[config.mk]
export PLATFORM = sky130hd
export DESIGN_NAME = battery_thermistor_monitor
export DESIGN_NICKNAME = d
export VERILOG_FILES = /design/src/sv/btm_pkg.sv /design/src/sv/btm_ram.sv /design/src/sv/btm_cell.sv /design/src/sv/battery_thermistor_monitor.sv
export SDC_FILE = /design/constraint.sdc
export NUM_CORES = 2
export LEC_CHECK = 0
export BUFFER_PORTS_ARGS = -buffer_cell sky130_fd_sc_hd__buf_4
export CAP_MARGIN = 25
export CORE_MARGIN = 2
export CORE_UTILIZATION = 45
export DETAILED_ROUTE_END_ITERATION = 10
export SYNTH_ARGS = -nofsm -noshare
export SYNTH_HDL_FRONTEND = slang
export SYNTH_HIERARCHICAL = 1
export SYNTH_SLANG_ARGS = --single-unit
[constraint.sdc]
create_clock -name clk_i -period 8.05 [get_ports clk_i]
set_input_delay 0 -clock clk_i [delete_from_list [all_inputs] [get_ports clk_i]]
set_output_delay 0 -clock clk_i [all_outputs]
set_load 0.02 [all_outputs]
[src/sv/btm_pkg.sv]
// Package with constants and types of the battery and thermistor monitor.
package btm_pkg;
  localparam int unsigned Window = 8;
  localparam int unsigned TableSize = 166;
  localparam logic [1:0] ModeSample = 2'd0;
  localparam logic [1:0] ModeTable = 2'd1;
  localparam logic [1:0] ModeClear = 2'd2;
  localparam logic [1:0] ModeSpare = 2'd3;
  localparam logic [1:0] PanelSmall = 2'd1;
  localparam logic [1:0] PanelLarge = 2'd2;
  localparam logic [2:0] RegPanel = 3'd0;
  localparam logic [2:0] RegLowSmall = 3'd1;
  localparam logic [2:0] RegLowLarge = 3'd2;
  localparam logic [2:0] RegOk = 3'd3;
  localparam logic [2:0] RegLimit = 3'd4;
  localparam logic [2:0] RegHigh = 3'd5;
  localparam logic [2:0] RegTempOk = 3'd6;
  localparam logic [1:0] EvNone = 2'd0;
  localparam logic [1:0] EvHigh = 2'd1;
  localparam logic [1:0] EvOk = 2'd2;
endpackage

[src/sv/btm_ram.sv]
// Generic simple dual-port RAM (one write port, one read port) with registered read.
module btm_ram #(
  parameter int unsigned Width = 16,
  parameter int unsigned Depth = 166
) (
  input  logic                     clk_i,
  input  logic                     we_i,
  input  logic [$clog2(Depth)-1:0] waddr_i,
  input  logic [Width-1:0]         wdata_i,
  input  logic [$clog2(Depth)-1:0] raddr_i,
  output logic [Width-1:0]         rdata_o
);
  logic [Width-1:0] mem_q [Depth];
  always_ff @(posedge clk_i) begin
    if (we_i) mem_q[waddr_i] <= wdata_i;
    rdata_o <= mem_q[raddr_i];
  end
endmodule

[src/sv/btm_cell.sv]
// One window cell: holds a pair of samples and shifts them to its neighbor.
module btm_cell (
  input  logic        clk_i,
  input  logic        rst_ni,
  input  logic        shift_i,
  input  logic [11:0] bat_i,
  input  logic [11:0] thm_i,
  output logic [11:0] bat_o,
  output logic [11:0] thm_o
);
  always_ff @(posedge clk_i or negedge rst_ni) begin
    if (!rst_ni) begin
      bat_o <= '0;
      thm_o <= '0;
    end else if (shift_i) begin
      bat_o <= bat_i;
      thm_o <= thm_i;
    end
  end
endmodule

[src/sv/battery_thermistor_monitor.sv]
// Battery and thermistor monitor top level.
// The result is registered in StOut: table, clear and spare transactions go there straight
// from StIdle, a sample while the window fills passes StDone first, and an averaging one passes
// StSum, StWait, StLook and StDone. StOut waits for an earlier result to leave the output
// register, and the next transaction is accepted once the state is back in StIdle.
// Reset clears windows, counters and flags and sets registers to defaults; the table is undefined until written.
module battery_thermistor_monitor #(
  parameter int unsigned WINDOW = btm_pkg::Window,
  parameter int unsigned TABLE_SIZE = btm_pkg::TableSize
) (
  input  logic        clk_i,
  input  logic        rst_ni,
  input  logic        s_axis_tvalid,
  output logic        s_axis_tready,
  // mode.
  input  logic [1:0]  s_axis_tuser,
  // battery_raw, thermistor_raw, past_startup, events_blocked,
  // table_index, table_value (low bit up).
  input  logic [55:0] s_axis_tdata,
  output logic        m_axis_tvalid,
  input  logic        m_axis_tready,
  // battery_average, low_battery, temperature, min_temperature,
  // max_temperature, extreme_changed, temp_event, averaging_active.
  output logic [47:0] m_axis_tdata,
  input  logic        cfg_we_i,
  input  logic [2:0]  cfg_idx_i,
  input  logic [15:0] cfg_data_i
);
  localparam int unsigned TW = $clog2(TABLE_SIZE);
  localparam int unsigned WW = $clog2(WINDOW);
  localparam int unsigned CW = $clog2(WINDOW + 1);
  localparam int unsigned SW = 12 + $clog2(WINDOW + 1);
  localparam int unsigned DK = SW + WW;
  localparam longint unsigned DM = ((64'd1 << DK) + 64'(WINDOW) - 64'd1) / 64'(WINDOW);
  localparam logic [SW:0] RecipM = DM[SW:0];

  typedef enum logic [2:0] {StIdle, StSum, StLook, StWait, StDone, StOut} state_e;
  state_e state_q;

  logic [1:0] panel_q;
  logic [11:0] low_s_q, low_l_q, ok_q;
  logic [15:0] limit_q;
  logic signed [7:0] high_q, tok_q;

  always_ff @(posedge clk_i or negedge rst_ni) begin
    if (!rst_ni) begin
      panel_q <= '0; low_s_q <= '0; low_l_q <= '0; ok_q <= '0; limit_q <= '0;
      high_q <= 8'sd125; tok_q <= -8'sd40;
    end else if (cfg_we_i) begin
      case (cfg_idx_i)
        btm_pkg::RegPanel:    panel_q <= cfg_data_i[1:0];
        btm_pkg::RegLowSmall: low_s_q <= cfg_data_i[11:0];
        btm_pkg::RegLowLarge: low_l_q <= cfg_data_i[11:0];
        btm_pkg::RegOk:       ok_q <= cfg_data_i[11:0];
        btm_pkg::RegLimit:    limit_q <= cfg_data_i;
        btm_pkg::RegHigh:     high_q <= cfg_data_i[7:0];
        btm_pkg::RegTempOk:   tok_q <= cfg_data_i[7:0];
        default: ;
      endcase
    end
  end

  logic [1:0] mode;
  logic [11:0] braw, traw;
  logic startup, blocked;
  logic [7:0] tidx;
  logic [15:0] tval;
  assign mode = s_axis_tuser;
  assign braw = s_axis_tdata[11:0];
  assign traw = s_axis_tdata[23:12];
  assign startup = s_axis_tdata[24];
  assign blocked = s_axis_tdata[25];
  assign tidx = s_axis_tdata[33:26];
  assign tval = s_axis_tdata[49:34];

  logic accept;
  assign s_axis_tready = (state_q == StIdle);
  assign accept = s_axis_tvalid && s_axis_tready;
  logic shift;
  assign shift = accept && mode == btm_pkg::ModeSample;
  logic [23:0] bprod;
  assign bprod = {12'd0, braw} * 24'd3000;

  // Cell chain: new sample enters the top cell; during summing the chain rotates.
  logic [11:0] cb [WINDOW+1];
  logic [11:0] ct [WINDOW+1];
  logic rot;
  assign rot = (state_q == StSum);
  assign cb[WINDOW] = rot ? cb[0] : bprod[23:12];
  assign ct[WINDOW] = rot ? ct[0] : traw;
  for (genvar g = 0; g < WINDOW; g++) begin : g_cell
    btm_cell u_cell (.clk_i, .rst_ni, .shift_i(shift || rot),
      .bat_i(cb[g+1]), .thm_i(ct[g+1]), .bat_o(cb[g]), .thm_o(ct[g]));
  end

  logic [CW-1:0] cnt_q;
  logic [WW:0] step_q;
  logic [SW-1:0] bsum_q, tsum_q;
  logic [11:0] tavg_q, bavg_q;
  logic startup_q, blocked_q;
  logic [15:0] fcnt_q;
  logic low_q, ext_q, hflag_q;
  logic signed [7:0] cur_q, max_q;
  logic signed [14:0] min_q;
  logic [1:0] ev_q;
  logic [TW-1:0] ti_q;
  logic [TW-1:0] raddr;
  logic [15:0] rdata;
  logic found_q;
  logic signed [7:0] lres_q;
  logic outv_q;
  logic [47:0] out_q;

  // Averages by multiplication with a rounded-up reciprocal, exact for every window sum.
  logic [2*SW:0] bq, tq;
  assign bq = {{(SW+1){1'b0}}, bsum_q} * {{SW{1'b0}}, RecipM};
  assign tq = {{(SW+1){1'b0}}, tsum_q} * {{SW{1'b0}}, RecipM};

  assign raddr = (state_q == StLook && {{(32-TW){1'b0}}, ti_q} != TABLE_SIZE - 1) ?
      ti_q + 1'b1 : ti_q;

  btm_ram #(.Width(16), .Depth(TABLE_SIZE)) u_ram (.clk_i,
    .we_i(accept && mode == btm_pkg::ModeTable && {24'd0, tidx} < TABLE_SIZE),
    .waddr_i(tidx[TW-1:0]), .wdata_i(tval), .raddr_i(raddr), .rdata_o(rdata));

  logic [11:0] thr;
  logic [8:0] ti9;
  logic signed [8:0] cand;
  assign thr = (panel_q == btm_pkg::PanelSmall) ? low_s_q : low_l_q;
  assign ti9 = 9'(ti_q);
  assign cand = (ti9 == 9'd0) ? -9'sd40 :
      (($signed(ti9) - 9'sd41 > 9'sd125) ? 9'sd125 : $signed(ti9) - 9'sd41);

  logic signed [7:0] t;
  assign t = found_q ? lres_q : 8'sd125;

  logic avg_now;
  logic signed [7:0] tnew;
  logic min_upd, max_upd;
  assign avg_now = ({{(32-CW){1'b0}}, cnt_q} >= WINDOW) && ti_q != '0;
  assign tnew = avg_now ? t : cur_q;
  assign min_upd = $signed({{7{t[7]}}, t}) < min_q;
  assign max_upd = t > max_q;

  always_ff @(posedge clk_i or negedge rst_ni) begin
    if (!rst_ni) begin
      state_q <= StIdle; cnt_q <= '0; step_q <= '0; bsum_q <= '0; tsum_q <= '0;
      tavg_q <= '0; bavg_q <= '0; startup_q <= 1'b0; blocked_q <= 1'b0;
      fcnt_q <= '0; low_q <= 1'b0; ext_q <= 1'b0; hflag_q <= 1'b0;
      cur_q <= '0; max_q <= '0; min_q <= 15'sd10000; ev_q <= btm_pkg::EvNone;
      ti_q <= '0; found_q <= 1'b0; lres_q <= '0; outv_q <= 1'b0; out_q <= '0;
    end else begin
      if (outv_q && m_axis_tready && state_q != StOut) outv_q <= 1'b0;
      case (state_q)
        StIdle: if (accept) begin
          ev_q <= btm_pkg::EvNone;
          startup_q <= startup; blocked_q <= blocked;
          if (mode == btm_pkg::ModeClear) ext_q <= 1'b0;
          if (mode == btm_pkg::ModeSample && {{(32-CW){1'b0}}, cnt_q} >= WINDOW) begin
            state_q <= StSum; step_q <= '0; bsum_q <= '0; tsum_q <= '0;
          end else begin
            if (mode == btm_pkg::ModeSample) cnt_q <= cnt_q + 1'b1;
            state_q <= (mode == btm_pkg::ModeSample) ? StDone : StOut;
          end
        end
        StSum: begin
          bsum_q <= bsum_q + {{(SW-12){1'b0}}, cb[0]};
          tsum_q <= tsum_q + {{(SW-12){1'b0}}, ct[0]};
          step_q <= step_q + 1'b1;
          if ({{(31-WW){1'b0}}, step_q} == WINDOW - 1) begin
            state_q <= StWait; ti_q <= '0; found_q <= 1'b0;
          end
        end
        StWait: begin
          if (step_q != '0) begin
            bavg_q <= bq[DK +: 12];
            tavg_q <= tq[DK +: 12];
            step_q <= '0;
          end else state_q <= StLook;
        end
        StLook: begin
          if (!found_q && {4'd0, tavg_q} > rdata) begin
            found_q <= 1'b1; lres_q <= cand[7:0];
          end
          if ({{(32-TW){1'b0}}, ti_q} == TABLE_SIZE - 1) state_q <= StDone;
          else ti_q <= ti_q + 1'b1;
        end
        StDone: begin
          state_q <= StOut;
          if (avg_now) begin
            cur_q <= t;
            if (startup_q) begin
              if (min_upd) min_q <= {{7{t[7]}}, t};
              if (max_upd) max_q <= t;
              if (min_upd || max_upd) ext_q <= 1'b1;
            end
            if (panel_q == btm_pkg::PanelSmall || panel_q == btm_pkg::PanelLarge) begin
              if (!low_q && bavg_q < thr) begin
                if (fcnt_q < limit_q) fcnt_q <= fcnt_q + 1'b1; else low_q <= 1'b1;
              end else if (bavg_q > ok_q && low_q) begin
                if (fcnt_q != '0) fcnt_q <= fcnt_q - 1'b1; else low_q <= 1'b0;
              end else if (!low_q && bavg_q > thr) begin
                if (fcnt_q != '0) fcnt_q <= fcnt_q - 1'b1;
              end
            end
          end
          if (!blocked_q) begin
            if (tnew > high_q && !hflag_q) begin
              hflag_q <= 1'b1; ev_q <= btm_pkg::EvHigh;
            end else if (hflag_q && tnew < tok_q) begin
              hflag_q <= 1'b0; ev_q <= btm_pkg::EvOk;
            end
          end
          ti_q <= '0;
        end
        StOut: begin
          if (!outv_q || m_axis_tready) begin
            out_q <= {{{(32-CW){1'b0}}, cnt_q} >= WINDOW, ev_q, ext_q,
                      max_q, min_q, cur_q, low_q, bavg_q};
            outv_q <= 1'b1; state_q <= StIdle;
          end
        end
        default: state_q <= StIdle;
      endcase
    end
  end

  assign m_axis_tvalid = outv_q;
  assign m_axis_tdata = out_q;
endmodule

==> metrics.yaml <==
design.die.area_um2: 288000
ir_worst_vdd_mv: 0.181
p_leak_nw: 49.6
p_total_mw: 32.9
drv_slew: 0
timing.final.hold_violations: 0
status: "complete, no violations"
power_frac_clock_pct: 42.5
cts-root-buf: "clkbuf_16"
cellInternalPower_mw: 26.0
tightest_slew_ns: 1.17
busiest_layer: "met2"
final_common_cell: "edfxtp_1"
rows: 195
initial_utilization_pct: 45.2
crit_slowest_cell: "or3_1"
numCtsBuffers: 316
nets: 7573
synthFlopType: "edfxtp_1"
syn_area_per_cell_um2: 18.8
power.share.sequential_pct: 53.5
met3_usage_pct: 3.66
met2_usage_pct: 35.4
post_cts_buffers: 0
clk_pin_slew_worst_paths_ns: 0.06
power.net_switching_mw: 6.87
required_ns: 8.83
drc: 0
slew_headroom_pct: 21.5
die_w_um: 536
finalCoreUtilization_pct: 51.1
drt_iter0_markers: 6798
fillers: 22698
powerDensity_nw_per_um2: 228
syn_inst: 6776
grt_setup_unrepaired: "false"
slowest_delay_ns: 0.88
synth-seq-cells: 3107
final_cell_mix: "edfxtp_1 (2656), mux4_2 (501), dfrtp_1 (423)"
path_class: "reg2reg"
dpl-instance-area_um2: 133000
area_growth_pct: 13.0
synth_seq_area_share_pct: 71.3
min_path_type: "in2reg"
grt_use_met1_pct: 31.3
dp_hpwl_um: 192000
globalplace.congestion: 0.848
grt_max_degree: 160
start_kind: "register"
avgViaCountPerCell: 5.87
swShare_pct: 20.9
cts_tree: "yes"
num_vias: 66009
critical_path.endpoint_type: "register"
cp_max_fo: 37
grt_usage_pct: 22.1
clock-sinks: 3107
h-tree-depth: 5
core_um2: 282000
antenna_found_initial: 16
die_h_um: 536
fin_ws_ns: 2.34
detail-route-antenna-nets: 0
place_ws_ns: 2.30
grt_pass1_wl_um: 464000
power_frac_comb_pct: 4.0
multi_input_comb_area_um2: 33300
grt_remaining_overflow: 0
seqCellArea_um2: 91000
period_minus_slack_ns: 5.71
grt_pass1_vias: 66567
synth.distinct_cells: 86
boundaryPins: 132
cp_cell_sequence: "nand2_1 -> nor2_1 -> nand3b_1 -> nand2_4 -> buf_4 -> or3_1 -> a31oi_1 -> o41ai_2 -> nand3_1 -> a311oi_1"
firstDrtPassIters: 5
final_layout_size_suffix_gt1_share_pct: 23.5
post-route-period-util_pct: 70.9
r2r_slack_ns: 2.34
synth_nets: 7080
cts_buffer_depth: 4
yosys_warnings: 6
wl_um: 321000
wl_per_cell_um: 28.5
fin_tns_setup_ns: 0
timing.fmax_mhz: 175
skew_ns: 0.0543
fin_area_um2: 144000
syn_area_um2: 128000
maxCapViolCount: 0
critPathArrivalTime_ns: 6.49
clock_latency_ns: 0.88
setup_viol_count_final: 0
io_buffers: 125
synth-async-reset-ratio_pct: 14.0
synth_edf_count: 2656
[registers in the layout, indices dropped and copies added, names as in the netlist, 15 cells and up]
name / count
bsum_q: 15
u_ram/rdata_o: 16
limit_q: 16
u_ram/mem_q: 2656
m_axis_tdata: 42
tsum_q: 15
g_cell.u_cell/thm_o: 96
fcnt_q: 16
g_cell.u_cell/bat_o: 96
[repair_timing]
item | CTS | global route
hold buffers | 110 | 0
resized for setup | 0 | 0
hold endpoints to repair | 2021 | 0
[cell usage after synthesis, drive strengths merged (27+ instances only)]
cell type	count	area [um^2]
edfxtp	2656	79800
mux4	529	12000
dfrtp	423	10600
mux2i	410	4100
mux2	333	4350
nor2	262	983
a22oi	229	1720
nand2	226	848
buf	214	2080
inv	213	800
ha	173	2160
clkbuf	136	519
o21ai	111	556
a21oi	97	493
a31oi	71	444
nor3	54	270
fa	49	981
nand3	48	240
nor2b	46	288
nand4	37	231
xor2	33	289
xnor2	27	236
[routing by layer]
metal,vias up,share of wire (%)
met5,-,0
met4,0,3.2
met3,483,7.3
met2,2467,47
met1,34990,42
li1,28069,-
[worst max-delay path: cells and delay by family, from the launching register on]
kind	cells	cell delay, ns
compound gates	3	1.02
simple gates	6	3.32
flops	1	0.62
buf+inv	1	0.57
[cells by family (layout without fill, tap and decap cells)]
logic type | count (synthesis) | count (layout) | synth area share [%]
DFF | 3107 | 3107 | 71.3
buffers and inverters | 565 | 1293 | 2.68
other | 0 | 7 | 0
xor gates and xnor gates | 60 | 60 | 0.412
adders and majority gates | 222 | 222 | 2.47
and+or+nand+nor | 792 | 792 | 2.86
AOI/OAI and AO/OA | 758 | 758 | 4.20
muxes | 1272 | 1272 | 16.1
[layout make-up]
cell class,instances,share of cell area (%)
inverters,213,0.555
multi-input cells,3104,23.1
repair buffers,527,3.17
clock buffers,416,5.95
flip-flops and latches,3107,63.1
clock inverters,137,0.792
well taps,3743,3.25
diodes,7,0.0122
[metrics by stage]
step	hold WS [ns]	cells
6_report	0.0472	11254
5_1_grt	0.0407	11252
4_1_cts	0.00422	11241
3_5_place_dp	0.0912	10578
3_3_place_gp	0.0842	10574
2_1_floorplan	-0.296	6776
[power by group through the flow]
| stage | Clock, mW | Combinational [mW] | Sequential, mW |
|---|---|---|---|
| floorplan | 0 | 0.729 | 17.9 |
| global placement | 0 | 1.25 | 17.9 |
| detailed placement | 0 | 1.29 | 17.9 |
| CTS | 14.3 | 1.35 | 17.6 |
| global route | 14.9 | 1.51 | 17.6 |
| finish | 14.0 | 1.33 | 17.6 |
[path summary, 6_finish.rpt]
| kind | startpoint | to | depth (start not counted) |
|---|---|---|---|
| setup / recovery | state_q[1] | u_ram/rdata_o[9] | 10 |
| hold reg to reg | g_cell[6].u_cell/bat_o[1] | g_cell[5].u_cell/bat_o[1] | 1 |
| setup reg to reg | state_q[1] | u_ram/rdata_o[9] | 10 |
| min in group asynchronous | rst_ni | high_q[3] | 3 |
| max in group asynchronous | rst_ni | lres_q[2] | 5 |
| hold / removal | s_axis_tdata[10] | g_cell[7].u_cell/bat_o[11] | 6 |
Note: power is estimated with default switching activity, not from simulation.
